**config.mk**
```make
export PLATFORM = sky130hd
export DESIGN_NAME = jfps_fifo
export DESIGN_NICKNAME = d
export VERILOG_FILES = /design/src/design/jfps_pkg.sv /design/src/design/jfps_fifo.sv
export SDC_FILE = /design/constraint.sdc
export NUM_CORES = 1
export LEC_CHECK = 0
export ABC_AREA = 1
export BUFFER_PORTS_ARGS = -buffer_cell sky130_fd_sc_hd__buf_2
export CORE_UTILIZATION = 60
export DETAILED_ROUTE_END_ITERATION = 12
export GPL_TIMING_DRIVEN = 0
export PLACE_DENSITY = 0.79
export SYNTH_ARGS = -nofsm -noshare
export SYNTH_HDL_FRONTEND = slang
export SYNTH_SLANG_ARGS = --single-unit
```
**constraint.sdc**
```tcl
create_clock -name aclk -period 4.7 [get_ports aclk]
set_input_delay 0.235 -clock aclk [delete_from_list [all_inputs] [get_ports aclk]]
set_output_delay 0.235 -clock aclk [all_outputs]
set_load 0.02 [all_outputs]
```
**src/design/jfps_pkg.sv**
```systemverilog
`default_nettype none
// ----------------------------------------------------------------------------
// jfps_pkg
// Shared constants and types for the five-point Jacobi stencil sweep block.
// ----------------------------------------------------------------------------
package jfps_pkg;

    localparam int MAX_GRID   = 1024;
    localparam int MIN_GRID   = 3;
    localparam int GRID_W     = 11;
    localparam int POS_W      = $clog2(MAX_GRID);
    localparam int SAMPLE_W   = 32;
    localparam int SUM_W      = SAMPLE_W + 2;
    localparam int LINE_W     = 2 * SAMPLE_W;
    localparam int FIFO_DEPTH = 8;
    localparam int FIFO_AW    = $clog2(FIFO_DEPTH);
    localparam int CNT_W      = FIFO_AW + 1;
    localparam int PADDR_W    = 3;
    localparam int PDATA_W    = 32;

    localparam logic [GRID_W-1:0]  GRID_RESET      = GRID_W'(128);
    localparam logic [PADDR_W-1:0] REG_GRID_SIZE   = PADDR_W'(0);

    // Control bits that travel with a sample through the arithmetic stages.
    typedef struct packed {
        logic emit;   // sample completes an interior stencil
        logic last;   // completes the final interior point of the sweep
        logic wrap;   // final sample of the grid, sweep ends after it
    } stage_ctl_t;

    // Occupancy of the datapath stages beyond the first.
    typedef struct packed {
        logic s2_valid;
        logic s3_valid;
    } pipe_status_t;

    // One result beat; new_value sits in the lowest bits.
    typedef struct packed {
        logic                last_point;
        logic [SAMPLE_W-1:0] max_change;
        logic [SAMPLE_W-1:0] new_value;
    } result_t;

endpackage
`default_nettype wire

```
**src/design/jfps_fifo.sv**
```systemverilog
`default_nettype none
// ----------------------------------------------------------------------------
// jfps_fifo
// Small result queue that decouples the stencil pipeline from the receiver.
// ----------------------------------------------------------------------------
module jfps_fifo
    import jfps_pkg::*;
(
    input  wire logic             aclk,
    input  wire logic             aresetn,
    input  wire logic             push,
    input  wire result_t          push_data,
    input  wire logic             pop,
    output logic                  not_empty,
    output result_t               head,
    output logic      [CNT_W-1:0] count
);

    result_t              mem [FIFO_DEPTH];
    logic [FIFO_AW-1:0]   wptr_reg, rptr_reg;
    logic [CNT_W-1:0]     count_reg, count_next;

    always_comb begin
        count_next = count_reg;
        case ({push, pop})
            2'b10:   count_next = count_reg + CNT_W'(1);
            2'b01:   count_next = count_reg - CNT_W'(1);
            default: count_next = count_reg;
        endcase
    end

    always_ff @(posedge aclk) begin
        if (push) begin
            mem[wptr_reg] <= push_data;
        end
    end

    always_ff @(posedge aclk) begin
        if (!aresetn) begin
            wptr_reg  <= '0;
            rptr_reg  <= '0;
            count_reg <= '0;
        end else begin
            if (push) begin
                wptr_reg <= wptr_reg + FIFO_AW'(1);
            end
            if (pop) begin
                rptr_reg <= rptr_reg + FIFO_AW'(1);
            end
            count_reg <= count_next;
        end
    end

    assign not_empty = (count_reg != '0);
    assign head      = mem[rptr_reg];
    assign count     = count_reg;

endmodule
`default_nettype wire

```
After elaboration in Yosys (flattened, before gate mapping)
Memory sizes are Yosys's and may differ from the RTL's. A register that Yosys moved wholly into a read port is not among the register bits. Index checks and enable logic that the tools add are counted.

Flip-flop bits (word level): 10. Latch bits: 0. Memory bits (writable): 520. Bits in read-only memories: 0. Bits of input ports: 69. Output and inout bits: 70. Word-level logic and storage cells: 17. Memories: 1.

$add $sub $neg: 4. $mul: 0. Divide/modulo/power cells: 0. $lt $le $gt $ge: 0. Equal/unequal tests: 2. Shift operators: 0. Mux-type cells: 5. Bitwise gates (word level): 0. Reduce and logical (&&, ||, !) cells: 2.

Memories: mem (words 8, width 65, rd ports 1, clocked after memory_dff 1, wr ports 1, line jfps_fifo.sv:19) `result_t mem [FIFO_DEPTH];`.

Operators with widths (count): $pmux W4 S2 (1); $add A3 B1 Y3 const B (2); $mux W3 (2); $add A4 B1 Y4 const B (1); $reduce_bool A4 Y1 (1); $sub A4 B1 Y4 const B (1); $eq A2 B1 Y1 const B (1); $eq A2 B2 Y1 const B (1); $mux W1 (2); $reduce_bool A2 Y1 (1).

Logic depth before layout (Yosys ltp)
Gate-level depths: netlist of run 1.

Word-level depth: 3. Depth in mapped cells: 11. Mapped depth without buffers: 11.

Least setup slack after synthesis of run 1
No wires, ideal clock.

Kind: reg-to-reg. Start: register wptr_reg[0]. End: memory mem[0][0] in the netlist's numbering (enable). Arrival time: 3.376 ns. Required time: 4.212 ns. Setup slack: 0.836 ns. Stages on the path, launching flop included: 3. Path buffers: 0. Period minus slack after synthesis: 3.864 ns. Cell sequence: dfxtp_1 > or2_2 > nor2_1.

RTL lines: start, declared (line jfps_fifo.sv:20) `logic [FIFO_AW-1:0] wptr_reg, rptr_reg;`; start signal, assigned (line jfps_fifo.sv:45) `wptr_reg <= wptr_reg + FIFO_AW'(1);`; end, declared (line jfps_fifo.sv:19).

No word-level cell before the write port.

==> run summary, run 1 <==
Sinks on Clock Net -> 533
Final RePlAce weighted congestion -> 0.788
Root Driver -> clkbuf_16
CP top delay family -> buffers and inverters
WS Path Type -> flop to output port
Die ar. -> 35,500 um2
Hold_sp -> pop
Clk_lat worst skew -> 0.57 ns
Core Rows -> 67
Final worst-path cycle share -> 63.0%
Initial Util -> 61.6%
#FFs+latches synth -> 533
Critical Path RT -> 4.47 ns
Die height -> 188 um
RSZ-0062 raised after global routing -> no
Reg2reg end -> mem[6][37]
Seq pwr share -> 51.1%
Num ports -> 139
Status -> complete, no violations
I/O Buffers -> 138
PD cells -> 422 nW/um2
Gate count after technology mapping -> 1,547
DP HPWL -> 31,200 um
Cell area after layout -> 24,900 um2
Largest net degree at the start of global routing -> 29
Syn nets -> 1,621
WHS Endpoint -> rptr_reg[1]
Top cell type's share of synthesized area -> 74.9%
Max Cap Viol -> 0
Worst Tran Pin Value -> 0.987 ns
Setup crit end kind -> output port
Core box area -> 33,900 um2
Final Hold Vio Count -> 0
Reg2reg start -> wptr_reg[0]
Crit path buffers/inverters -> 4
Clock buffer count from CTS -> 50
Initial antenna violation count -> 3
Drt first pass iters -> 5
Syn_area_per_cell -> 13.5 um2
Total length of routed wires -> 50,800 um
Pre-CTS WS -> 2.35 ns
Sw Pwr -> 2.53 mW
Peak VDD IR -> 0.324 mV
Setup Skew -> 0.0159 ns
Reg2Reg Setup Slack -> 2.43 ns
Period minus WS final -> 2.96 ns
Power Internal -> 7.95 mW
Seq/Total Area, Yosys -> 76.1%
Logic pwr share -> 11.8%
First-pass GRT wire length -> 77,500 um
Fmax -> 0.337 GHz
Netlist cell types -> 23
Total Routing Usage GR -> 28.8%
Via Count -> 13,900
Crit path max fanout -> 10
Hold Crit Depth -> 2
R2R cell count -> 4
H-tree depth -> 2
Clk network pwr share -> 37.1%
Vias per Instance -> 5.99
Share of layout cells above drive strength 1 -> 14.6%
DRT antenna net count -> 0
DRC viols -> 0
Max incr delay on CP -> 0.61 ns
WP data arrival -> 2.73 ns
Final Total Pwr -> 10.5 mW
Grt total ovfl -> 0
Max reg flops -> 520
Hold Crit Class -> input pin to flop
WL per Instance -> 21.9 um
Setup violations, final -> 0
Largest area contributor in the netlist -> edfxtp_1
Post CTS Setup Buffer Count -> 0
Post-route setup slack -> 1.74 ns
Switching share of power -> 24.2%
Synthesized cell area -> 20,800 um2
Slew Limit Headroom -> 34.0%
Nets -> 1,898
Vias in the first global route -> 14,100
Initial DRC Count -> 1,904
Ys Warns -> 0
Startpoint types -> flop
Layout area overhead -> 19.2%
Largest cells by area after synthesis -> edfxtp_1, nor2_1, o21ai_0
Worst hold margin -> 0.0529 ns
Worst-path clk slew -> 0.06 ns
Die Width -> 188 um
CP max stage cell -> buf_1
Fin. max-slew vios -> 0
Worst path cell trace -> buf_4 -> buf_2 -> buf_1 -> nor2_1 -> o21ai_1 -> o21ai_1 -> nand2_1 -> nand2_1 -> buf_2
P_leak -> 8.76 nW
Clock Path Buffers -> 3
DP Area -> 22,600 um2
CTS tree -> done
-- power groups by stage --
stage / clock network (mW) / logic (mW) / registers (mW)
floorplan: 0 / 0.695 / 5.47
global placement: 0 / 1.09 / 5.47
detailed placement: 0 / 1.17 / 5.46
CTS: 3.90 / 1.23 / 5.36
global route: 4.09 / 1.34 / 5.36
finish: 3.89 / 1.24 / 5.36
-- repair_timing --
action,in CTS,in global routing
hold buffers,68,0
endpoints found under the hold margin,526,0
resized for setup,0,0
-- layout make-up --
| cell class | instances | area (um2) |
|---|---|---|
| Buffer | 93 | 529 |
| Fill cell | 2065 | 9010 |
| Inverter | 17 | 66.3 |
| Sequential cell | 533 | 15900 |
| Multi-Input combinational cell | 904 | 4440 |
| Timing Repair Buffer | 225 | 1810 |
| Clock buffer | 69 | 1420 |
| Clock inverter | 23 | 156 |
| Tap cell | 448 | 561 |
| Antenna cell | 2 | 5.00 |
-- stage by stage --
| stage | setup TNS [ns] | utilization [%] | instances |
|---|---|---|---|
| final | 0 | 73.4 | 2314 |
| after global routing | 0 | 73.4 | 2313 |
| after CTS | 0 | 73.4 | 2312 |
| after detailed placement | 0 | 66.7 | 2152 |
| after global placement | -714.93 | 65.3 | 2133 |
| after floorplan | 0 | - | 1547 |
-- kinds of logic after synthesis --
kind of cell	count (synthesis)	synth area share, %
mux	65	3.12
simple gates	489	8.85
compound gates	342	8.60
flops	533	76.1
fa+ha+maj	5	0.300
buf+inv	110	2.86
xor+xnor	3	0.126
-- how the worst max path moves through the flow --
| stage | startpoint | end | slack (ns) | cells past startpoint |
|---|---|---|---|---|
| 3_3_place_gp | push | mem[0][48] | -1.75 | 4 |
| 3_5_place_dp | push | mem[6][29] | 2.35 | 6 |
| 4_1_cts | flop | head[60] | 1.79 | 8 |
| 2_1_floorplan | wptr_reg[0] | mem[0][0] | 0.84 | 2 |
| 5_1_grt | flop | head[54] | 1.68 | 9 |
| 6_report | flop | head[54] | 1.74 | 9 |
-- synth_stat cells --
master / count
clkbuf_1: 42
nand2_1: 210
o22ai_1: 65
dfxtp_1: 13
nor2_1: 273
or2_2: 1
mux2i_1: 65
nand3_1: 4
o21ai_0: 175
inv_1: 16
buf_2: 20
xnor2_1: 3
o21ai_1: 92
a21oi_1: 10
inv_4: 1
ha_1: 5
nand4_1: 1
buf_1: 13
buf_12: 1
buf_6: 6
edfxtp_1: 520
buf_8: 7
buf_4: 4
-- placed cells by master, fill, tap and decap left out, drive strengths merged --
cell type    count
ha               5
a21oi           10
nor2           273
edfxtp         520
bufinv           2
xnor2            3
inv             18
clkbuf         111
o21ai          267
dlygate4sd3     68
nand3            4
mux2i           65
nand4            1
or2              1
nand2          210
clkinv          20
diode            2
o22ai           65
dfxtp           13
buf            208
-- per-layer routing --
metal  up-vias  track usage, %  part of all wire, %
met5         -               0                0.018
met4         2            11.1                  2.7
met3       105            4.49                  9.5
met2       860            47.6                   50
met1      6727            39.1                   38
li1       6175               -                    -
Note: power is estimated with default switching activity, not from simulation.
==> run 2: changes to the inputs <==
Clock period 4.7 ns to 2.9 ns, I/O delays scaled along.
==> run summary, run 2 (synthesis gave the netlist of run 1 again) <==
First-pass GRT wire length -> 78,000 um (+0.67%)
Sinks on Clock Net -> 533 (unchanged)
Post CTS Setup Buffer Count -> 0 (unchanged)
Initial antenna violation count -> 0 (-3)
Reg2reg end -> mem[6][31]
Vias in the first global route -> 14,100 (-0.0071%)
DP Area -> 22,500 um2 (-0.28%)
Slew Limit Headroom -> 34.9% (+0.86 points)
Max Cap Viol -> 0 (unchanged)
H-tree depth -> 2 (unchanged)
Die height -> 188 um (unchanged)
Most frequent cells in the layout -> edfxtp_1, nor2_1, nand2_1
I/O Buffers -> 138 (unchanged)
PD cells -> 689 nW/um2 (+63%)
Reg area -> 15,900 um2 (unchanged)
Crit path max fanout -> 10 (unchanged)
Reg2reg start -> wptr_reg[0]
Share of layout cells above drive strength 1 -> 14.6% (-0.038 points)
Fmax -> 0.353 GHz
Hold Crit Class -> input pin to flop
Setup violations, final -> 0 (unchanged)
Crit path buffers/inverters -> 3 (-1)
Grt total ovfl -> 0 (unchanged)
Die Width -> 188 um (unchanged)
Worst path cell trace -> clkbuf_1 -> clkbuf_1 -> nand2_1 -> nand2_1 -> buf_2
Vias per Instance -> 6.04 (+0.78%)
Worst-path clk slew -> 0.06 ns (about the same)
Root Driver -> clkbuf_16
Post-route setup slack -> 0.0702 ns (-1.67 ns)
Startpoint types -> flop
Cell area after layout -> 24,800 um2 (about the same)
WS Path Type -> flop to output port
Pre-CTS WS -> 0.607 ns (-1.74 ns)
Period minus WS final -> 2.83 ns
Clk_lat worst skew -> 0.56 ns (about the same)
DP HPWL -> 31,100 um (-0.26%)
P_leak -> 8.74 nW (-0.14%)
CTS tree -> done
Initial Util -> 61.6% (unchanged)
Reg2Reg Setup Slack -> 0.60 ns (-1.83 ns)
Clock Path Buffers -> 3 (unchanged)
Status -> complete, no violations
Fin. max-slew vios -> 0 (unchanged)
Largest net degree at the start of global routing -> 28 (-3.4%)
Peak VDD IR -> 0.456 mV (+41%)
WL per Instance -> 22.2 um (+1.0%)
Setup Skew -> 0.0181 ns (+0.00215 ns)
Setup TNS -> 0 ns (unchanged)
Nets -> 1,896 (-0.11%)
Crit path depth -> 5 (-4)
RSZ-0062 raised after global routing -> no
Final worst-path cycle share -> 97.6%
Layout area overhead -> 19.2% (about the same)
Post-route insts no fill -> 2,311 (-0.13%)
Final Hold Vio Count -> 0 (unchanged)
Core Rows -> 67 (unchanged)
Max reg flops -> 520 (unchanged)
Hold_sp -> push_data[6]
Final RePlAce weighted congestion -> 0.797 (+1.2%)
Multi-input gate area -> 4440 um2 (unchanged)
Drt first pass iters -> 6 (+1)
Max incr delay on CP -> 0.75 ns (+0.14 ns)
R2R cell count -> 4 (unchanged)
WHS Endpoint -> mem[7][6]
Clock buffer count from CTS -> 50 (unchanged)
Hold Crit Depth -> 2 (unchanged)
CP top delay family -> buffers and inverters
Total length of routed wires -> 51,300 um (+0.92%)
Most common cell after layout, fill and taps aside -> edfxtp_1
CP max stage cell -> clkbuf_1
Initial DRC Count -> 1,952 (+2.5%)
Via Count -> 14,000 (+0.65%)
DRT antenna net count -> 0 (unchanged)
Die ar. -> 35,500 um2 (unchanged)
Num ports -> 139 (unchanged)
Dpl cells -> 2,150 (-0.093%)
Final core occ -> 73.3% (about the same)
DRC viols -> 0 (unchanged)
Worst Tran Pin Value -> 0.977 ns (-0.0105 ns)
Core box area -> 33,900 um2 (unchanged)
WP data arrival -> 2.68 ns (-0.05 ns)
# fillers -> 2,071 (+0.29%)
Critical Path RT -> 2.76 ns (-1.71 ns)
Setup crit end kind -> output port
Total Routing Usage GR -> 29.0% (+0.20 points)
run 2: worst max path at each step:
stage | startpoint | end | slack, ns
after floorplan | wptr_reg[0] | mem[0][0] | -0.96
after global placement | push | mem[0][36] | -3.35
after detailed placement | push | mem[6][48] | 0.61
after CTS | flop | head[16] | 0.04
after global routing | flop | head[54] | 0.002
final | flop | head[14] | 0.07
run 2: power breakdown:
part           total (mW)  switching, mW  internal [mW]
registers            8.69         0.0481           8.64
clock network        6.42           2.68           3.74
logic                2.00           1.35          0.644
run 2: timing repair:
action                     in CTS  in global routing
hold buffers                   69                  0
hold endpoints to repair      531                  0
resized for setup               0                  4
setup endpoints to repair       0                 24
run 2: layer usage:
layer | vias to the layer above | wire length [um] | GRT usage, %
met4 | 0 | 1720 | 11.4
met1 | 6784 | 18700 | 37.2
li1 | 6166 | - | -
met2 | 869 | 25700 | 49.7
met3 | 140 | 5150 | 5.01
met5 | - | 0 | 0
run 2: worst reg2reg max path, stage by stage, from the launching register on:
cell and delay, ns:
dfxtp_1 0.33, or2_2 0.41, nor2_4 0.73, buf_12 0.29, buf_16 0.21
run 2: stage by stage:
step / hold slack, ns / total power [mW]
2_1_floorplan: 0.244 / 9.99
4_1_cts: 0.370 / 17.1
3_5_place_dp: 0.415 / 10.7
6_report: 0.390 / 17.1
3_3_place_gp: 0.405 / 10.6
5_1_grt: 0.391 / 17.6
run 2: area by class of cell:
| class | instances | area share (%) |
|---|---|---|
| Clock inverter | 13 | 0.554 |
| Inverter | 17 | 0.267 |
| Timing Repair Buffer | 224 | 7.08 |
| Antenna cell | 1 | 0.0101 |
| Clock buffer | 79 | 5.93 |
| Buffer | 92 | 2.13 |
| Multi-Input combinational cell | 904 | 17.9 |
| Sequential cell | 533 | 63.9 |
| Tap cell | 448 | 2.26 |
==> run 3: changes to the inputs <==
Settings changed: ABC_AREA 1 to not set, BUFFER_PORTS_ARGS -buffer_cell sky130_fd_sc_hd__buf_2 to not set, CAP_MARGIN set to 0, CORE_UTILIZATION 60 to 61, DONT_BUFFER_PORTS set to 1, PLACE_DENSITY 0.79 to 0.77.
==> run summary, run 3 <==
Share of layout cells above drive strength 1 -> 30.9% (+16 points)
Setup Skew -> 0.00937 ns (-0.00871 ns)
Fin. max-slew vios -> 0 (unchanged)
Sinks on Clock Net -> 533 (unchanged)
Gr busiest metal -> met2
CTS tree -> done
Grt total ovfl -> 0 (unchanged)
DRT antenna net count -> 0 (unchanged)
Initial antenna violation count -> 3 (+3)
DP HPWL -> 23,500 um (-25%)
Largest net degree at the start of global routing -> 25 (-11%)
Worst hold margin -> 0.0218 ns (-0.368 ns)
Netlist cell types -> 27 (+17%)
Die Width -> 184 um (-2.5%)
Initial Util -> 61.9% (+0.35 points)
I/O Buffers -> 0 (-100%)
Synthesized cell area -> 20,100 um2 (-3.4%)
Core box area -> 32,500 um2 (-3.9%)
Dominant synthesized flop cell -> edfxtp_1
Top cell type's share of synthesized area -> 77.5% (+2.6 points)
Met3 usage in global routing -> 5.33% (+0.32 points)
Crit path buffers/inverters -> 2 (-1)
CP max stage cell -> buf_1
Most common library cells after synthesis -> edfxtp_1, mux4_2, mux2_2, clkbuf_1, dfxtp_1
Final Hold Vio Count -> 0 (unchanged)
Peak VDD IR -> 0.751 mV (+65%)
Worst path cell trace -> buf_2 -> buf_1 -> mux4_2 -> mux2_2
Post CTS Setup Buffer Count -> 0 (unchanged)
Setup TNS -> 0 ns (unchanged)
Gate count after technology mapping -> 820 (-47%)
Fmax -> 0.356 GHz (+0.70%)
GR Layer Usage met1 -> 33.1% (-4.0 points)
Layout area overhead -> 17.2%
Die height -> 184 um (-2.5%)
Period minus WS final -> 2.81 ns (-0.0196 ns)
P_leak -> 7.35 nW (-16%)
Via Count -> 9,015 (-35%)
Seq/Total Area, Yosys -> 78.8% (+2.7 points)
Most common cell in the synthesized netlist -> edfxtp_1
WL per Instance -> 27.3 um (+23%)
Post-synth EDFFs -> 520 (unchanged)
Max reg flops -> 520 (unchanged)
Total Routing Usage GR -> 24.4% (-4.6 points)
Dpl cells -> 1,288 (-40%)
H-tree depth -> 2 (unchanged)
Post-synthesis async set-or-reset flop share -> 0% (unchanged)
Crit path max fanout -> 10 (unchanged)
Ys Warns -> 0 (unchanged)
CP top delay family -> buffers and inverters
DP Area -> 21,400 um2 (-5.2%)
PD cells -> 696 nW/um2 (+1.1%)
Syn_area_per_cell -> 24.6 um2 (+82%)
Initial DRC Count -> 762 (-61%)
Num ports -> 139 (unchanged)
Post-route insts no fill -> 1,453 (-37%)
Setup violations, final -> 0 (unchanged)
RSZ-0062 raised after global routing -> no
Total length of routed wires -> 39,700 um (-23%)
Max incr delay on CP -> 0.62 ns (-0.13 ns)
Largest area contributor in the netlist -> edfxtp_1
Final worst-path cycle share -> 96.9% (-0.67 points)
Max Cap Viol -> 0 (unchanged)
Hold Crit Class -> input pin to flop
Vias in the first global route -> 9,723 (-31%)
Cell area after layout -> 23,600 um2 (-5.0%)
Final RePlAce weighted congestion -> 0.755 (-5.3%)
#FFs+latches synth -> 533 (unchanged)
Worst Tran Pin Value -> 0.909 ns (-0.0674 ns)
Most common cell after layout, fill and taps aside -> edfxtp_1
DRC viols -> 0 (unchanged)
Die ar. -> 33,800 um2 (-4.9%)
Nets -> 1,040 (-45%)
Root Driver -> clkbuf_16
M2 GR Usage -> 41.0% (-8.7 points)
Startpoint types -> flop
WP data arrival -> 2.67 ns (about the same)
Reg2Reg Setup Slack -> 0.72 ns (+0.12 ns)
First-pass GRT wire length -> 59,500 um (-24%)
Clock Path Buffers -> 3 (unchanged)
Worst-path clk slew -> 0.06 ns (about the same)
Syn nets -> 894 (-45%)
Core Rows -> 66 (-1.5%)
Status -> complete, no violations
WS Path Type -> flop to output port
Slew Limit Headroom -> 39.2% (+4.3 points)
Largest cells by area after synthesis -> edfxtp_1, mux4_2, mux2_2
Setup crit end kind -> output port
Most frequent cells in the layout -> edfxtp_1, mux4_2, dlygate4sd3_1
Critical Path RT -> 2.76 ns (about the same)
Clock buffer count from CTS -> 51 (+2.0%)
Drt first pass iters -> 8 (+2)
Vias per Instance -> 6.20 (+2.7%)
Clk_lat worst skew -> 0.55 ns (about the same)
-- run 3: changes by cell type in the layout (fill, tap and decap cells not counted), sizes merged, moves of 6 or more --
cell    delta
and2       +6
mux2      +66
buf      -160
clkinv    +13
nor2     -267
inv       -15
mux2i     -61
o22ai     -65
a21oi      -9
nand2    -204
mux4     +130
o21ai    -266
clkbuf    -33
-- run 3: final cells by class --
class | count | area, um2
diodes | 3 | 7.51
clock buffers | 70 | 1390
plain buffers | 37 | 229
repair buffers | 94 | 1280
well taps | 442 | 553
fillers | 1799 | 8940
flip-flops and latches | 533 | 15900
multi-input cells | 248 | 4100
inverters | 1 | 3.75
clock inverters | 25 | 164
-- run 3: worst paths after layout --
kind                     from    endpoint  cells past startpoint
setup / recovery         flop     head[0]                      4
hold / removal        aresetn    count[1]                      2
setup reg to reg  wptr_reg[2]  mem[4][54]                      5
hold reg to reg   rptr_reg[1]        flop                      2
-- run 3: cells by family (layout without fill, tap and decap cells) --
kind of cell	after synthesis	count (layout)	synth area share [%]
AOI/OAI and AO/OA	5	5	0.174
xor gates and xnor gates	7	7	0.304
adders and majority gates	5	5	0.311
buffers and inverters	39	227	1.16
DFF	533	533	78.8
muxes	200	200	18.4
other	0	3	0
and+or+nand+nor	31	31	0.814
-- run 3: stage by stage --
step	utilization [%]	setup slack (ns)	total power, mW
2_1_floorplan	-	-0.858	9.93
3_3_place_gp	63.6	-3.76	10.2
3_5_place_dp	65.6	0.592	10.3
4_1_cts	72.5	0.0116	16.5
5_1_grt	72.5	0.00332	16.9
6_report	72.5	0.0898	16.4
-- run 3: repair_timing --
action | in CTS | in global routing
hold buffers | 68 | 0
gates resized for setup | 0 | 3
setup endpoints to repair | 0 | 11
endpoints found under the hold margin | 531 | 0
-- run 3: per-layer routing --
metal	share of wire [%]	up-vias	routed length, um
met1	39	4746	15500
li1	-	3804	-
met5	0	-	0
met2	51	405	20100
met3	8.5	60	3370
met4	1.8	0	731
-- run 3: report_power, final --
part	leakage [nW]	total, mW	switching, mW	internal (mW)
clock	0.761	6.16	2.64	3.52
sequential	4.83	8.74	0.0810	8.66
combinational	1.76	1.53	0.853	0.675
total	7.35	16.4	3.57	12.9
