`src/design/jfps_pkg.sv`:
```
`default_nettype none
// ----------------------------------------------------------------------------
// jfps_pkg
// Shared constants and types for the five-point Jacobi stencil sweep block.
// ----------------------------------------------------------------------------
package jfps_pkg;

    localparam int MAX_GRID   = 1024;
    localparam int MIN_GRID   = 3;
    localparam int GRID_W     = 11;
    localparam int POS_W      = $clog2(MAX_GRID);
    localparam int SAMPLE_W   = 32;
    localparam int SUM_W      = SAMPLE_W + 2;
    localparam int LINE_W     = 2 * SAMPLE_W;
    localparam int FIFO_DEPTH = 8;
    localparam int FIFO_AW    = $clog2(FIFO_DEPTH);
    localparam int CNT_W      = FIFO_AW + 1;
    localparam int PADDR_W    = 3;
    localparam int PDATA_W    = 32;

    localparam logic [GRID_W-1:0]  GRID_RESET      = GRID_W'(128);
    localparam logic [PADDR_W-1:0] REG_GRID_SIZE   = PADDR_W'(0);

    // Control bits that travel with a sample through the arithmetic stages.
    typedef struct packed {
        logic emit;   // sample completes an interior stencil
        logic last;   // completes the final interior point of the sweep
        logic wrap;   // final sample of the grid, sweep ends after it
    } stage_ctl_t;

    // Occupancy of the datapath stages beyond the first.
    typedef struct packed {
        logic s2_valid;
        logic s3_valid;
    } pipe_status_t;

    // One result beat; new_value sits in the lowest bits.
    typedef struct packed {
        logic                last_point;
        logic [SAMPLE_W-1:0] max_change;
        logic [SAMPLE_W-1:0] new_value;
    } result_t;

endpackage
`default_nettype wire

```
`src/design/jfps_stencil_dp.sv`:
```
`default_nettype none
// ----------------------------------------------------------------------------
// jfps_stencil_dp
// Stencil arithmetic: neighbour window, four-point sum, floor average,
// absolute change and running maximum, one sample per cycle.
// ----------------------------------------------------------------------------
module jfps_stencil_dp
    import jfps_pkg::*;
(
    input  wire logic                aclk,
    input  wire logic                aresetn,
    input  wire logic                s1_valid,
    input  wire stage_ctl_t          s1_ctl,
    input  wire logic [SAMPLE_W-1:0] s1_sample,
    input  wire logic [LINE_W-1:0]   rd_line,
    input  wire logic                clear_max,
    output logic      [LINE_W-1:0]   wr_line,
    output pipe_status_t             status,
    output logic                     push,
    output result_t                  push_data
);

    // Line word: upper half is the row two above, lower half the row above.
    logic [SAMPLE_W-1:0] mid0_reg, mid1_reg, up_reg;

    logic signed [SUM_W-1:0] sum_comb;
    logic signed [SUM_W-1:0] sum_reg;
    logic [SAMPLE_W-1:0]     centre_reg;
    stage_ctl_t              ctl2_reg;
    logic                    s2_valid_reg;

    logic [SAMPLE_W-1:0]     fresh_comb;
    logic [SAMPLE_W:0]       diff_comb;
    logic [SAMPLE_W-1:0]     mag_comb;
    logic [SAMPLE_W-1:0]     fresh_reg, mag_reg;
    stage_ctl_t              ctl3_reg;
    logic                    s3_valid_reg;

    logic [SAMPLE_W-1:0]     max_reg, max_next;

    // Stage 1: right neighbour arrives from the RAM, the rest from the window.
    assign sum_comb = SUM_W'(signed'(up_reg))
                    + SUM_W'(signed'(s1_sample))
                    + SUM_W'(signed'(mid1_reg))
                    + SUM_W'(signed'(rd_line[SAMPLE_W-1:0]));

    assign wr_line = {mid0_reg, s1_sample};

    always_ff @(posedge aclk) begin
        if (s1_valid) begin
            mid1_reg   <= mid0_reg;
            mid0_reg   <= rd_line[SAMPLE_W-1:0];
            up_reg     <= rd_line[LINE_W-1:SAMPLE_W];
            sum_reg    <= sum_comb;
            centre_reg <= mid0_reg;
            ctl2_reg   <= s1_ctl;
        end
    end

    // Stage 2: arithmetic shift gives the floor of the quarter.
    assign fresh_comb = sum_reg[SUM_W-1:2];
    assign diff_comb  = {fresh_comb[SAMPLE_W-1], fresh_comb}
                      - {centre_reg[SAMPLE_W-1], centre_reg};
    assign mag_comb   = diff_comb[SAMPLE_W] ? SAMPLE_W'(-diff_comb)
                                            : diff_comb[SAMPLE_W-1:0];

    always_ff @(posedge aclk) begin
        if (s2_valid_reg) begin
            fresh_reg <= fresh_comb;
            mag_reg   <= mag_comb;
            ctl3_reg  <= ctl2_reg;
        end
    end

    // Stage 3: running maximum and hand-off to the output queue.
    assign max_next = (mag_reg > max_reg) ? mag_reg : max_reg;

    always_ff @(posedge aclk) begin
        if (!aresetn) begin
            s2_valid_reg <= 1'b0;
            s3_valid_reg <= 1'b0;
            max_reg      <= '0;
        end else begin
            s2_valid_reg <= s1_valid;
            s3_valid_reg <= s2_valid_reg;
            if (clear_max) begin
                max_reg <= '0;
            end else if (s3_valid_reg && ctl3_reg.emit) begin
                max_reg <= max_next;
            end else if (s3_valid_reg && ctl3_reg.wrap) begin
                max_reg <= '0;
            end
        end
    end

    assign push                 = s3_valid_reg && ctl3_reg.emit;
    assign push_data.new_value  = fresh_reg;
    assign push_data.max_change = max_next;
    assign push_data.last_point = ctl3_reg.last;

    assign status.s2_valid = s2_valid_reg;
    assign status.s3_valid = s3_valid_reg;

endmodule
`default_nettype wire

```
`config.mk`:
```
export PLATFORM = sky130hd
export DESIGN_NAME = jfps_stencil_dp
export DESIGN_NICKNAME = d
export VERILOG_FILES = /design/src/design/jfps_pkg.sv /design/src/design/jfps_stencil_dp.sv
export SDC_FILE = /design/constraint.sdc
export NUM_CORES = 1
export LEC_CHECK = 0
export ABC_AREA = 1
export BUFFER_PORTS_ARGS = -buffer_cell sky130_fd_sc_hd__clkbuf_2
export CORE_MARGIN = 1.5
export CORE_UTILIZATION = 44
export CTS_CLUSTER_SIZE = 25
export DETAILED_ROUTE_END_ITERATION = 8
export GPL_TIMING_DRIVEN = 0
export PLACE_DENSITY = 0.66
export SLEW_MARGIN = 20
export SYNTH_ARGS = -nofsm -noshare
export SYNTH_HDL_FRONTEND = slang
export SYNTH_SLANG_ARGS = --single-unit
export TNS_END_PERCENT = 10
```
`constraint.sdc`:
```
create_clock -name aclk -period 4.1 [get_ports aclk]
set_input_delay 0.82 -clock aclk [delete_from_list [all_inputs] [get_ports aclk]]
set_output_delay 0.82 -clock aclk [all_outputs]
set_load 0.02 [all_outputs]
```
Word-level counts from Yosys, hierarchy flattened. Index checks and enable logic that the tools add are counted.

Add/sub/neg operators: 5. Multiply operators: 0. Divide/modulo/power cells: 0. Magnitude comparators: 1. Equal/unequal tests: 0. Shift-type cells: 0. Multiplexer cells: 4. Bitwise logic cells: 1. Reductions and logical operators: 4.

Operators with widths (count): 32-bit two-way mux (4); 33-bit by 32-bit adder with 34-bit output (1); 34-bit by 32-bit adder with 34-bit output (1); 32-bit by 32-bit adder with 33-bit output (1); 32-bit by 32-bit subtractor with 33-bit output (1); 32-bit greater-than comparator (1); 32-bit negation (1); 1-bit logical AND (2); 2-bit nonzero test (1); 2-bit OR reduction (1); 1-bit NOT (1).

Bits in registers: 234. Bits in latches: 0. Bits in writable memories: 0. ROM bits: 0. Input bits: 103. Word-level logic and storage cells: 30. Memories kept: 0.

Longest topological paths before layout. Gate-level depths: netlist of the first run.

Depth in word-level cells: 3. Gate-level depth with buffers: 22. Gate-level depth less buffers: 22.

Worst setup path after synthesis of the first run. Ideal clock, no wire load.

Kind: in2reg. Start point: in s1_sample[1]. End point: reg sum_reg[23], data pin. Setup time: 262 ps. Arrival time: 3445 ps. Slack: 393 ps. Stages on the path: 17. Path buffers: 0. Cells stage by stage: inv_1 fa_1 inv_1 fa_1 nand3b_1 inv_1 fa_1 nand3_1 nand2_1 nand3_1 nand3_1 nand2_1 nand2_1 a21o_1 a21oi_1 o21bai_1 xor2_1.

Cells in the longest elaborated chain, start to end: 3.

Ends and longest elaborated chain: start: declaration (line jfps_stencil_dp.sv:14) `input wire logic [SAMPLE_W-1:0] s1_sample,`; 32-bit by 32-bit adder with 33-bit output (line jfps_stencil_dp.sv:43) `+ SUM_W'(signed'(s1_sample))`; 33-bit by 32-bit adder with 34-bit output (line jfps_stencil_dp.sv:44) `+ SUM_W'(signed'(mid1_reg))`; 34-bit by 32-bit adder with 34-bit output (line jfps_stencil_dp.sv:45) `+ SUM_W'(signed'(rd_line[SAMPLE_W-1:0]));`; named net sum_comb[23] (line jfps_stencil_dp.sv:26) `logic signed [SUM_W-1:0] sum_comb;`; end signal: assignment (line jfps_stencil_dp.sv:54) `sum_reg <= sum_comb;`; end: declaration (line jfps_stencil_dp.sv:27) `logic signed [SUM_W-1:0] sum_reg;`.

The timed path passes the listed nets, and every way through them passes these cells. A chain may end at the register's enable or synchronous reset.

==> summary.md, run 1 <==
The max-cap check violation count is 0. The power per cell area is 717 nW/um2, and the post-CTS clock slew at the launch and capture registers of the worst setup and hold paths is 0.06 ns. Of all cell types, the one taking the most synthesized area is sky130_fd_sc_hd__edfxtp_1.

Global routing consumed, over all layers together, 19.4% of the routing resources. For the worst setup skew after layout, the log shows 0.0306 ns. Share of final-layout standard cells stronger than drive strength 1: 16.2%. The final hold violation count came out at 0.

At the pin with the least slew margin, the transition time is 0.548 ns. The endpoint class of the critical path is a primary output. Entering global routing, the biggest net connects 94 pins.

Once placement finished, the instance area stood at 17,900 um2. The run finished, with violations left. The final reports fail on design-rule violations.

The wire-length estimate of the detail-placed layout is 29.9 mm. For the total nets after synthesis, the log shows 2,180. The portion of the clock cycle consumed by the worst path in the final layout was 96.1%; the final global-route overflow total was 0. The longest clock path from root to sink contains 3 buffers. The tools report the count of synthesis-stage warnings from yosys as 0. The finished cells cover 18,800 um2. Dividing the detail-routed via count by the number of cells gives 4.69. The number of enable flip-flop cells after synthesis is 198, and the number of nets at the end of the flow is 2,445.

The setup path with the least slack is of type reg -> out. STA puts the critical path data arrival time at 3.12 ns. The post-detailed-routing wire length was 36.3 mm.

The die covers 37,700 um2. The global-route wire length before repair was 59.7 mm; the clock net sink count was 232. The logs give 12,495 for the routed via count and 0.254 GHz for the maximum achievable frequency. The congestion estimate from routability-driven global placement came to 0.902. The class of the most critical hold timing path is reg -> reg. The number of global-route vias before repair was 12,465; the flip-flop and latch count after synthesis was 232. Fill cells in the final layout number 3,426. For the final cell count without fillers, the log shows 2,662. Leaving out fill and tap cells, the most frequent cells in the layout are 467 x sky130_fd_sc_hd__nand2_1, 448 x sky130_fd_sc_hd__inv_1, 236 x sky130_fd_sc_hd__clkbuf_2.

The average cell area after synthesis was 8.39 um2; the initial antenna violation count was 0. The clock root buffer is sky130_fd_sc_hd__clkbuf_16. Flip-flop and latch area: 6630 um2. The worst setup path is launched from a flip-flop.

Synthesis produced 1,915 cells. In this run the tightest slew margin relative to its limit is 63.5%. The most common cell after layout, fill and taps aside was sky130_fd_sc_hd__nand2_1. TritonCTS built the clock tree. The share of flip-flops with an asynchronous set or reset was 0%.

Setup repair after global routing left no endpoint under its margin. Maximum vdd ir drop: 0.348 mV. The worst register-to-register path ends at sum_reg[22]. The multi-input combinational cell area is 7410 um2.

Worst hold endpoint: ctl3_reg[0]. The area overhead of the layout relative to synthesis was 16.9%; the number of I/O pins was 235. The number of levels in the clock H-tree was 1. The area of the core is 35,700 um2, and the share of Yosys cell area claimed by the top area cell type is 37.0%. The cell depth of the worst hold path was 0.

For the standby leakage power, the log shows 0.00939 uW. In this run, placement finished with an instance count of 2,612. Buffers inserted during clock tree synthesis total 27. For this run, the leading register cell type out of synthesis is sky130_fd_sc_hd__edfxtp_1. The horizontal die dimension came out at 194 um. In the routed design, unresolved DRC markers number 7.

In this run the most critical hold path is launched from ctl2_reg[0]. The flop-to-flop setup slack is 0.41 ns. In this run the worst setup path begins at mag_reg[31]. Dividing the detail-routed wire length by the instance count gives 13.7 um. In this run the critical register-to-register path is launched from up_reg[3]. Buffers inserted to repair hold after CTS numbered 0. Data on the critical path is required at its endpoint by 3.28 ns. The cell area after synthesis was 16,100 um2. 0 antenna diodes ended up in the layout. The number of cells on the worst reg-to-reg path is 13. Setup violations remaining at the end of the flow were counted as 0. The largest fanout on the critical path came out at 10.

The detail route stage leaves a number of antenna-violating nets equal to 0. The number of different library cells used by synthesis comes to 43. The run gives 0.57 ns as the clock latency on the worst-skew pair. For this block, the initial DRC count from the detailed router was 601.

For the max-slew violation count, the log shows 0. Port buffering added 234 buffers. The initial utilization of the core area, before any placement, comes to 45.0%. The die is 194 um tall. The share of synthesized area occupied by flip-flops and latches came out at 41.2%. The clock period could shrink to 3.94 ns. By area the synthesized netlist is led by sky130_fd_sc_hd__edfxtp_1 37%, sky130_fd_sc_hd__nand2_1 11%, sky130_fd_sc_hd__inv_1 10%.

The run gives 69 as the number of core rows. The pre-antenna-repair detailed-routing pass consisted of 6 iterations.
==> per-stage QoR <==
stage	total power, uW	TNS (ns)	setup slack (ns)	util [%]	hold slack, ns
finish	13500	0	0.159	52.5	0.419
global route	14700	0	0.0107	52.5	0.411
CTS	13600	0	0.0476	52.5	0.398
detailed placement	11100	-2.13	-0.422	50.0	0.407
global placement	11000	-1.71	-0.381	49.8	0.404
floorplan	9180	0	0.393	-	0.400
==> worst max-delay path by stage <==
| stage | to | slack (ns) | depth (start not counted) |
|---|---|---|---|
| after floorplan | sum_reg[23] | 0.39 | 17 |
| after global placement | sum_reg[32] | -0.38 | 13 |
| after detailed placement | sum_reg[32] | -0.42 | 13 |
| after CTS | push_data[47] | 0.05 | 11 |
| after global routing | push_data[47] | 0.01 | 11 |
| final | push_data[47] | 0.16 | 11 |
==> worst max-delay path: stages, from the launching register on <==
cell	delay (ns)
sky130_fd_sc_hd__edfxtp_1	0.40
sky130_fd_sc_hd__ha_1	0.31
sky130_fd_sc_hd__nand2_1	0.07
sky130_fd_sc_hd__nor2_1	0.13
sky130_fd_sc_hd__nand4_1	0.22
sky130_fd_sc_hd__nor4_4	0.27
sky130_fd_sc_hd__nand4_1	0.29
sky130_fd_sc_hd__nand2_2	0.20
sky130_fd_sc_hd__buf_2	0.24
sky130_fd_sc_hd__nand2_1	0.10
sky130_fd_sc_hd__and2_1	0.17
sky130_fd_sc_hd__clkbuf_2	0.16
==> cells in the mapped netlist (all sizes together) (2+ instances only) <==
| cell | n |
|---|---|
| a21boi | 3 |
| a21o | 5 |
| a21oi | 96 |
| a221oi | 3 |
| a31oi | 6 |
| and2 | 35 |
| buf | 44 |
| clkbuf | 12 |
| dfxtp | 34 |
| edfxtp | 198 |
| fa | 66 |
| ha | 96 |
| inv | 451 |
| nand2 | 477 |
| nand3 | 123 |
| nand3b | 11 |
| nand4 | 12 |
| nor2 | 115 |
| nor3 | 13 |
| nor4 | 4 |
| o2111ai | 2 |
| o21a | 5 |
| o21ai | 28 |
| o21bai | 8 |
| xnor2 | 19 |
| xor2 | 45 |
==> cell type report <==
class | instances | area share, %
inverters | 451 | 9.02
plain buffers | 55 | 1.91
multi-input cells | 1176 | 39.5
flip-flops and latches | 232 | 35.3
clock inverters | 17 | 0.926
clock buffers | 33 | 3.72
well taps | 461 | 3.07
repair buffers | 237 | 6.58
==> cell families (layout without fill, tap and decap cells) <==
| logic type | count (synthesis) | count (layout) | synth area share (%) |
|---|---|---|---|
| and+or+nand+nor | 792 | 792 | 21.3 |
| xor gates and xnor gates | 64 | 64 | 3.54 |
| buffers and inverters | 507 | 793 | 12.8 |
| adders and majority gates | 162 | 162 | 15.7 |
| DFF | 232 | 232 | 41.2 |
| AOI/OAI and AO/OA | 158 | 158 | 5.44 |
==> per-layer routing <==
metal | track usage [%] | up-vias | wire length [um]
li1 | - | 6489 | -
met1 | 25.0 | 5675 | 16400
met2 | 33.8 | 262 | 17500
met3 | 2.96 | 69 | 1450
met4 | 5.76 | 0 | 1060
met5 | 0 | - | 0
==> power breakdown <==
group / switching [uW] / leakage [uW] / total, uW / internal [uW]
logic: 4780 / 0.00677 / 7420 / 2640
registers: 279 / 0.00219 / 3680 / 3400
clock network: 967 / 0.000434 / 2370 / 1400
total: 6030 / 0.00939 / 13500 / 7440
==> repair_timing <==
item | in CTS | in global routing
buffers inserted | 1 | 0
resized for setup | 1 | 10
pin swaps | 1 | 2
endpoints found under the setup margin | 31 | 33
(Power assumes the default switching activity.)
==> run 2: changes to the inputs <==
--- a/config.mk
+++ b/config.mk
@@ -6,7 +6,7 @@
 export NUM_CORES = 1
 export LEC_CHECK = 0
 export ABC_AREA = 1
-export BUFFER_PORTS_ARGS = -buffer_cell sky130_fd_sc_hd__clkbuf_2
+export BUFFER_PORTS_ARGS = -buffer_cell sky130_fd_sc_hd__buf_2
 export CORE_MARGIN = 1.5
 export CORE_UTILIZATION = 44
 export CTS_CLUSTER_SIZE = 25
==> run 2 against run 1 <==
Worst setup slack got worse by 0.0058 ns. Clock skew rose by 0.0021 ns. Critical path type unchanged. Utilization barely moved. First-iteration DRC count rose by 3.7%. Wire length fell by 0.18%. Design area barely moved. Highest routed layer unchanged. The flow still finishes with violations (design-rule violations). Global-route usage barely moved. Non-clock buffer count rose by 2. Largest cell class unchanged. Power barely moved. Die area did not move. Clock power barely moved. Sequential share of layout area barely moved.
==> summary.md, run 2 (synthesis results as in run 1) <==
The run gives 36.3 mm (about the same) as the post-detailed-routing wire length. The post-CTS clock slew at the launch and capture registers of the worst setup and hold paths was 0.06 ns (about the same); the final hold violation count was 0 (unchanged). Final critical delay including setup and external delays: 3.95 ns (was 3.94 ns). The power per cell area is 716 nW/um2 (was 717 nW/um2). The tools report the critical path startpoint category as a flip-flop (unchanged).

The initial core utilization was 45.0% (unchanged). Clock root buffer: sky130_fd_sc_hd__clkbuf_16 (unchanged). The logs give 0 (unchanged) for the final-report setup violation count and 3.13 ns (was 3.12 ns) for the data arrival time of the critical path.

The initial antenna violation count is 0 (unchanged). Leading cell types in the layout, fill and taps excluded: 466 x sky130_fd_sc_hd__nand2_1, 448 x sky130_fd_sc_hd__inv_1, 237 x sky130_fd_sc_hd__buf_2 (was 467 x sky130_fd_sc_hd__nand2_1, 448 x sky130_fd_sc_hd__inv_1, 236 x sky130_fd_sc_hd__clkbuf_2). The final core area utilization is 52.6% (was 52.5%).

The number of vias per cell came out at 4.70 (was 4.69). The worst setup skew after layout came out at 0.0327 ns (was 0.0306 ns). The share of final-layout standard cells stronger than drive strength 1 was 16.2% (about the same).

The number of buffer cells added on primary ports is 234 (unchanged), and the normalized max-slew margin is 54.1% (was 63.5%). The max-cap check violation count is 0 (unchanged), and the final global-route overflow total is 0 (unchanged). The worst setup margin was 0.153 ns (was 0.159 ns); the deepest clock path buffer count was 3 (unchanged). The tools report the number of nets at the end of the flow as 2,447 (was 2,445).

Largest fanout on the critical path: 10 (unchanged). The most common cell after layout, fill and taps aside was sky130_fd_sc_hd__nand2_1 (unchanged). Overall die area: 37,700 um2 (unchanged). Number of buffers created by CTS: 27 (unchanged). The logs give 12,481 (was 12,465) for the number of global-route vias before repair and 0.00934 uW (was 0.00939 uW) for the standby leakage power.

The post-route DRC violation count is 7 (unchanged), and the switching component of the power is 6010 uW (was 6030 uW). The proportion of total power due to net switching is 44.7% (was 44.8%), and the global router's overall resource usage is 19.4% (about the same). The area overhead of the layout relative to synthesis is 17.0% (was 16.9%), and the max-slew violation count is 0 (unchanged).

The run gives 0 ns (unchanged) as the setup TNS. TritonCTS built the clock tree. The maximum vdd ir drop was 0.406 mV (was 0.348 mV); the number of buffers inserted for hold repair after clock tree synthesis was 0 (unchanged).

The routed via count was 12,511 (was 12,495); the DRC violation total after the first TritonRoute iteration was 623 (was 601). The share of power burned in combinational logic is 55.2% (was 55.1%), and the maximum achievable frequency is 0.253 GHz (was 0.254 GHz). Failing checks: design-rule violations (unchanged). The number of levels in the clock H-tree came out at 1 (unchanged). The number of detailed-routing iterations run before antenna repair is 7 (was 6). The flow ran to the end, but the final reports show violations.

The post-placement cell area was 17,900 um2 (about the same); the setup slack at placement was -0.380 ns (was -0.422 ns). For the proportion of power drawn by the clock network, the log shows 17.6% (about the same). The height of the chip came out at 194 um (unchanged). The final worst hold slack was 0.417 ns (was 0.419 ns). The placer congestion estimate is 0.902 (about the same). The horizontal die dimension works out to 194 um (unchanged).

Total internal power: 7450 uW (was 7440 uW). The global-route wire length before repair is 59.8 mm (was 59.7 mm), and the portion of the clock cycle consumed by the worst path in the final layout is 96.3% (was 96.1%). The run gives 35,700 um2 (unchanged) as the area of the core.

For the clock latency on the worst-skew pair, the log shows 0.57 ns (about the same). Class of the most critical hold timing path: reg -> reg (unchanged). The antenna violation net count after detailed routing is 0 (unchanged). The tools report the total non-filler cell area in the finished layout as 18,800 um2 (about the same). The routed length per placed instance was 13.6 um (was 13.7 um). The maximum number of pins on one net before global-route repair is 99 (was 94), and the clock net sink count is 232 (unchanged). The number of core rows is 69 (unchanged), and the antenna diode count is 0 (unchanged).

The filler cell count in the final layout came out at 3,419 (was 3,426). Number of I/O pins: 235 (unchanged). The tools report the endpoint class of the critical path as a primary output (unchanged). The logs give 3.28 ns (about the same) for the data required time of the worst path and 27.2% (was 27.3%) for the proportion of power drawn by flip-flops and latches. The sum of net half-perimeters after detailed placement is 29.7 mm (was 29.9 mm), and the measured slew at the worst slew-check pin is 0.683 ns (was 0.548 ns).

The startpoint-to-endpoint class of the critical path was reg -> out (unchanged).
==> run 2: power groups by stage <==
stage / sequential (uW) / combinational, uW / clock (uW)
2_1_floorplan: 3710 / 5470 / 0
3_3_place_gp: 3720 / 7280 / 0
3_5_place_dp: 3710 / 7420 / 0
4_1_cts: 3670 / 7450 / 2450
5_1_grt: 3720 / 8480 / 2520
6_report: 3670 / 7430 / 2370
==> run 2: per-stage QoR <==
step | std cells | power, uW
final | 2664 | 13500
after global routing | 2664 | 14700
after CTS | 2663 | 13600
after detailed placement | 2612 | 11100
after global placement | 2610 | 11000
after floorplan | 1915 | 9180
==> run 2: worst paths after layout <==
check / start / endpoint / slack [ns] / cells past startpoint
worst min-delay path: ctl2_reg[2] / ctl3_reg[2] / 0.42 / 0
worst max register to register: up_reg[7] / sum_reg[32] / 0.24 / 12
worst min register to register: ctl2_reg[2] / ctl3_reg[2] / 0.42 / 0
worst max-delay path: mag_reg[31] / push_data[60] / 0.15 / 12
==> run 2: critical path, stage by stage, from the launching register on <==
cell and delay (ns):
sky130_fd_sc_hd__edfxtp_1 0.41, sky130_fd_sc_hd__ha_1 0.32, sky130_fd_sc_hd__nand2_1 0.07, sky130_fd_sc_hd__nor2_1 0.12, sky130_fd_sc_hd__nand4_1 0.21, sky130_fd_sc_hd__nor4_4 0.27, sky130_fd_sc_hd__nand4_1 0.15, sky130_fd_sc_hd__buf_4 0.19
sky130_fd_sc_hd__buf_4 0.14, sky130_fd_sc_hd__clkbuf_1 0.23, sky130_fd_sc_hd__nand3_1 0.17, sky130_fd_sc_hd__and2_1 0.16, sky130_fd_sc_hd__buf_2 0.17
==> run 2: layer usage <==
metal	global-route usage, %	vias up	part of all wire, %
met3	2.77	64	4.8
met5	0	-	0
li1	-	6499	-
met2	33.8	302	47
met4	5.79	0	2.9
met1	25.1	5646	45
==> run 2: area by class of cell <==
cell class | instances | area [um2] | share of cell area (%)
tap | 461 | 577 | 3.07
multi-input combinational | 1176 | 7420 | 39.5
sequential | 232 | 6630 | 35.3
timing repair buffer | 238 | 1240 | 6.62
clock inverter | 15 | 168 | 0.892
buffer | 56 | 362 | 1.92
inverter | 451 | 1690 | 9.01
clock buffer | 35 | 706 | 3.75
==> run 2: what timing repair did <==
item / in CTS / in global routing
setup endpoints to repair: 30 / 33
hold endpoints to repair: 0 / 0
resized for setup: 1 / 10
pin swaps: 1 / 2
buffers inserted: 1 / 1
==> run 3: changes to the inputs <==
--- a/config.mk
+++ b/config.mk
@@ -12,7 +12,6 @@
 export CTS_CLUSTER_SIZE = 25
 export DETAILED_ROUTE_END_ITERATION = 8
 export GPL_TIMING_DRIVEN = 0
-export PLACE_DENSITY = 0.66
 export SLEW_MARGIN = 20
 export SYNTH_ARGS = -nofsm -noshare
 export SYNTH_HDL_FRONTEND = slang
==> run 3 against run 2 <==
The flow still finishes with violations (design-rule violations). Critical path depth did not move. Cell count did not move. Design area is 0.63% higher. Power up 1.9%. Wire length up 1.4%. First-iteration DRC count shrank 19%. Sequential share of layout area shrank 0.22 points. Global-route usage shrank 0.070 points. Largest power group unchanged. Critical path type unchanged. Combinational power about the same. Register-to-register slack gained 0.04 ns. Via count is 0.15% lower. Hold slack got worse by 0.0016 ns.
==> summary.md, run 3 (synthesis results as in run 1) <==
The number of vias per cell came out at 4.69 (was 4.70). Most common cell after layout, fill and taps aside: sky130_fd_sc_hd__nand2_1 (unchanged). The largest fanout on the critical path is 10 (unchanged), and the maximum achievable frequency is 0.253 GHz (about the same). TritonCTS built the clock tree. The number of core rows is 69 (unchanged). The number of buffer cells added on primary ports is 234 (unchanged). The tools report the endpoint class of the critical path as a primary output (unchanged). The number of I/O pins was 235 (unchanged). The number of detailed-routing iterations run before antenna repair was 7 (unchanged). The run finished, with violations left. Post-detailed-routing wire length: 36.8 mm (was 36.3 mm). The DRC violation total after the first TritonRoute iteration was 503 (was 623). Worst reg2reg path startpoint: up_reg[3] (was up_reg[7]). The tools report the data required time of the worst path as 3.28 ns (about the same). The normalized max-slew margin came out at 55.3% (was 54.1%). Height of the chip: 194 um (unchanged).

The initial antenna violation count came out at 0 (unchanged). The startpoint-to-endpoint class of the critical path was reg -> out (unchanged). Portion of the clock cycle consumed by the worst path in the final layout: 96.4% (was 96.3%). The sum of net half-perimeters after detailed placement is 30.2 mm (was 29.7 mm). The critical-path cell with the highest stage delay is sky130_fd_sc_hd__edfxtp_1 (unchanged). The number of global-route vias before repair came out at 12,388 (was 12,481).

The startpoint of the most critical hold path is ctl2_reg[2] (unchanged). The category of cells accounting for the largest share of critical-path delay is simple AND/OR/NAND/NOR gates (unchanged). Number of buffers and inverters on the critical path: 3 (was 4).

The post-CTS clock slew at the launch and capture registers of the worst setup and hold paths was 0.06 ns (about the same). For the global-route wire length before repair, the log shows 59.2 mm (was 59.8 mm). The data arrival time of the critical path was 3.13 ns (about the same); the final critical delay including setup and external delays was 3.95 ns (about the same).

For the setup TNS, the log shows 0 ns (unchanged). Antenna diode count: 0 (unchanged). Class of the most critical hold timing path: reg -> reg (unchanged). The highest cell delay on the worst timing path was 0.41 ns (about the same); the routed length per placed instance was 13.8 um (was 13.6 um). For the maximum number of pins on one net before global-route repair, the log shows 92 (was 99).

For the number of buffers created by CTS, the log shows 27 (unchanged). The tools report the number of levels in the clock H-tree as 1 (unchanged). The global router's overall resource usage is 19.4% (about the same). The logs give 52.9% (was 52.6%) for the final core area utilization and 0.54 ns (was 0.57 ns) for the clock latency on the worst-skew pair.

The initial core utilization came out at 45.0% (unchanged). The setup slack at placement was -0.405 ns (was -0.380 ns); the area of the core was 35,700 um2 (unchanged). The tools report the overall die area as 37,700 um2 (unchanged). The tools report the deepest clock path buffer count as 3 (unchanged). The final-report setup violation count was 0 (unchanged); the measured slew at the worst slew-check pin was 0.664 ns (was 0.683 ns). Post-route DRC violation count: 5 (was 7).

The logs give 0 (unchanged) for the max-slew violation count and 0.0149 ns (was 0.0327 ns) for the worst setup skew after layout. The share of final-layout standard cells stronger than drive strength 1 was 16.6% (was 16.2%); the number of nets at the end of the flow was 2,448 (was 2,447). Placer congestion estimate: 0.880 (was 0.902).

The clock root buffer is sky130_fd_sc_hd__clkbuf_16 (unchanged). Worst setup margin: 0.149 ns (was 0.153 ns). Failing checks: design-rule violations (unchanged). Ordered cell list for the critical path: ha_1, nand2_1, nor2_1, nand4_1, nor4_4, nand4_1, buf_4, nand2_2, buf_2, nand2_1, and2_1, buf_2 (was ha_1, nand2_1, nor2_1, nand4_1, nor4_4, nand4_1, buf_4, buf_4, clkbuf_1, nand3_1, and2_1, buf_2). The clock net sink count was 232 (unchanged); the antenna violation net count after detailed routing was 0 (unchanged). The final worst hold slack is 0.416 ns (was 0.417 ns), and the routed via count is 12,492 (was 12,511).

The standby leakage power came out at 0.00940 uW (was 0.00934 uW). Leading cell types in the layout, fill and taps excluded: 466 x sky130_fd_sc_hd__nand2_1, 448 x sky130_fd_sc_hd__inv_1, 237 x sky130_fd_sc_hd__buf_2 (unchanged). The critical path startpoint category was a flip-flop (unchanged).

The power per cell area was 725 nW/um2 (was 716 nW/um2); the max-cap check violation count was 0 (unchanged). The area overhead of the layout relative to synthesis came out at 17.7% (was 17.0%). The logs give 3,446 (was 3,419) for the filler cell count in the final layout and 0 (unchanged) for the final hold violation count. The maximum vdd ir drop was 0.353 mV (was 0.406 mV).

The critical path startpoint was mag_reg[31] (unchanged). The final global-route overflow total is 0 (unchanged), and the horizontal die dimension is 194 um (unchanged).
==> run 3: power breakdown <==
group / switching, uW / total (uW) / leakage (uW) / internal [uW]
clock network: 955 / 2640 / 0.000480 / 1680
registers: 267 / 3660 / 0.00219 / 3400
logic: 4770 / 7420 / 0.00673 / 2650
==> run 3: repair_timing <==
item                                   4_1_cts  5_1_grt
hold buffers                                 0        0
resized for setup                            2       11
endpoints found under the hold margin        0        0
setup endpoints to repair                   32       33
buffers inserted                             2        1
pin swaps                                    1        2
==> run 3: path summary, 6_finish.rpt <==
| check | end | slack (ns) | cells past startpoint |
|---|---|---|---|
| worst max-delay path | push_data[35] | 0.15 | 12 |
| worst min-delay path | ctl3_reg[2] | 0.42 | 0 |
| worst max register to register | sum_reg[32] | 0.28 | 12 |
| worst min register to register | ctl3_reg[2] | 0.42 | 0 |
==> run 3: final cells by class <==
type                    count  area, um2  area share (%)
well taps                 461        577            3.05
clock buffers              33        718            3.80
multi-input cells        1176       7420            39.2
plain buffers              56        363            1.92
repair buffers            239       1250            6.62
flip-flops and latches    232       6630            35.1
clock inverters            16        260            1.38
inverters                 451       1690            8.95
==> run 3: metrics by stage <==
stage / instances / power [uW] / cell area (um2)
2_1_floorplan: 1915 / 9180 / 16100
3_3_place_gp: 2610 / 11000 / 17800
3_5_place_dp: 2612 / 11100 / 17900
4_1_cts: 2663 / 13800 / 18900
5_1_grt: 2664 / 14900 / 18900
6_report: 2664 / 13700 / 18900
==> run 3: worst register-to-register path, delay by kind of cell (launching register included) <==
| family | cells | cell delay, ns |
|---|---|---|
| AO/OA/AOI/OAI | 6 | 1.63 |
| adder cells (fa/ha/maj) | 3 | 1.29 |
| flip-flops | 1 | 0.32 |
| XOR/XNOR | 1 | 0.22 |
| buffers and inverters | 2 | 0.09 |
==> run 3: per-layer routing <==
layer  track usage [%]  share of wire [%]
met2              34.4                 49
met5                 0                  0
met3              2.71                4.6
met1              24.5                 44
met4              5.61                2.4
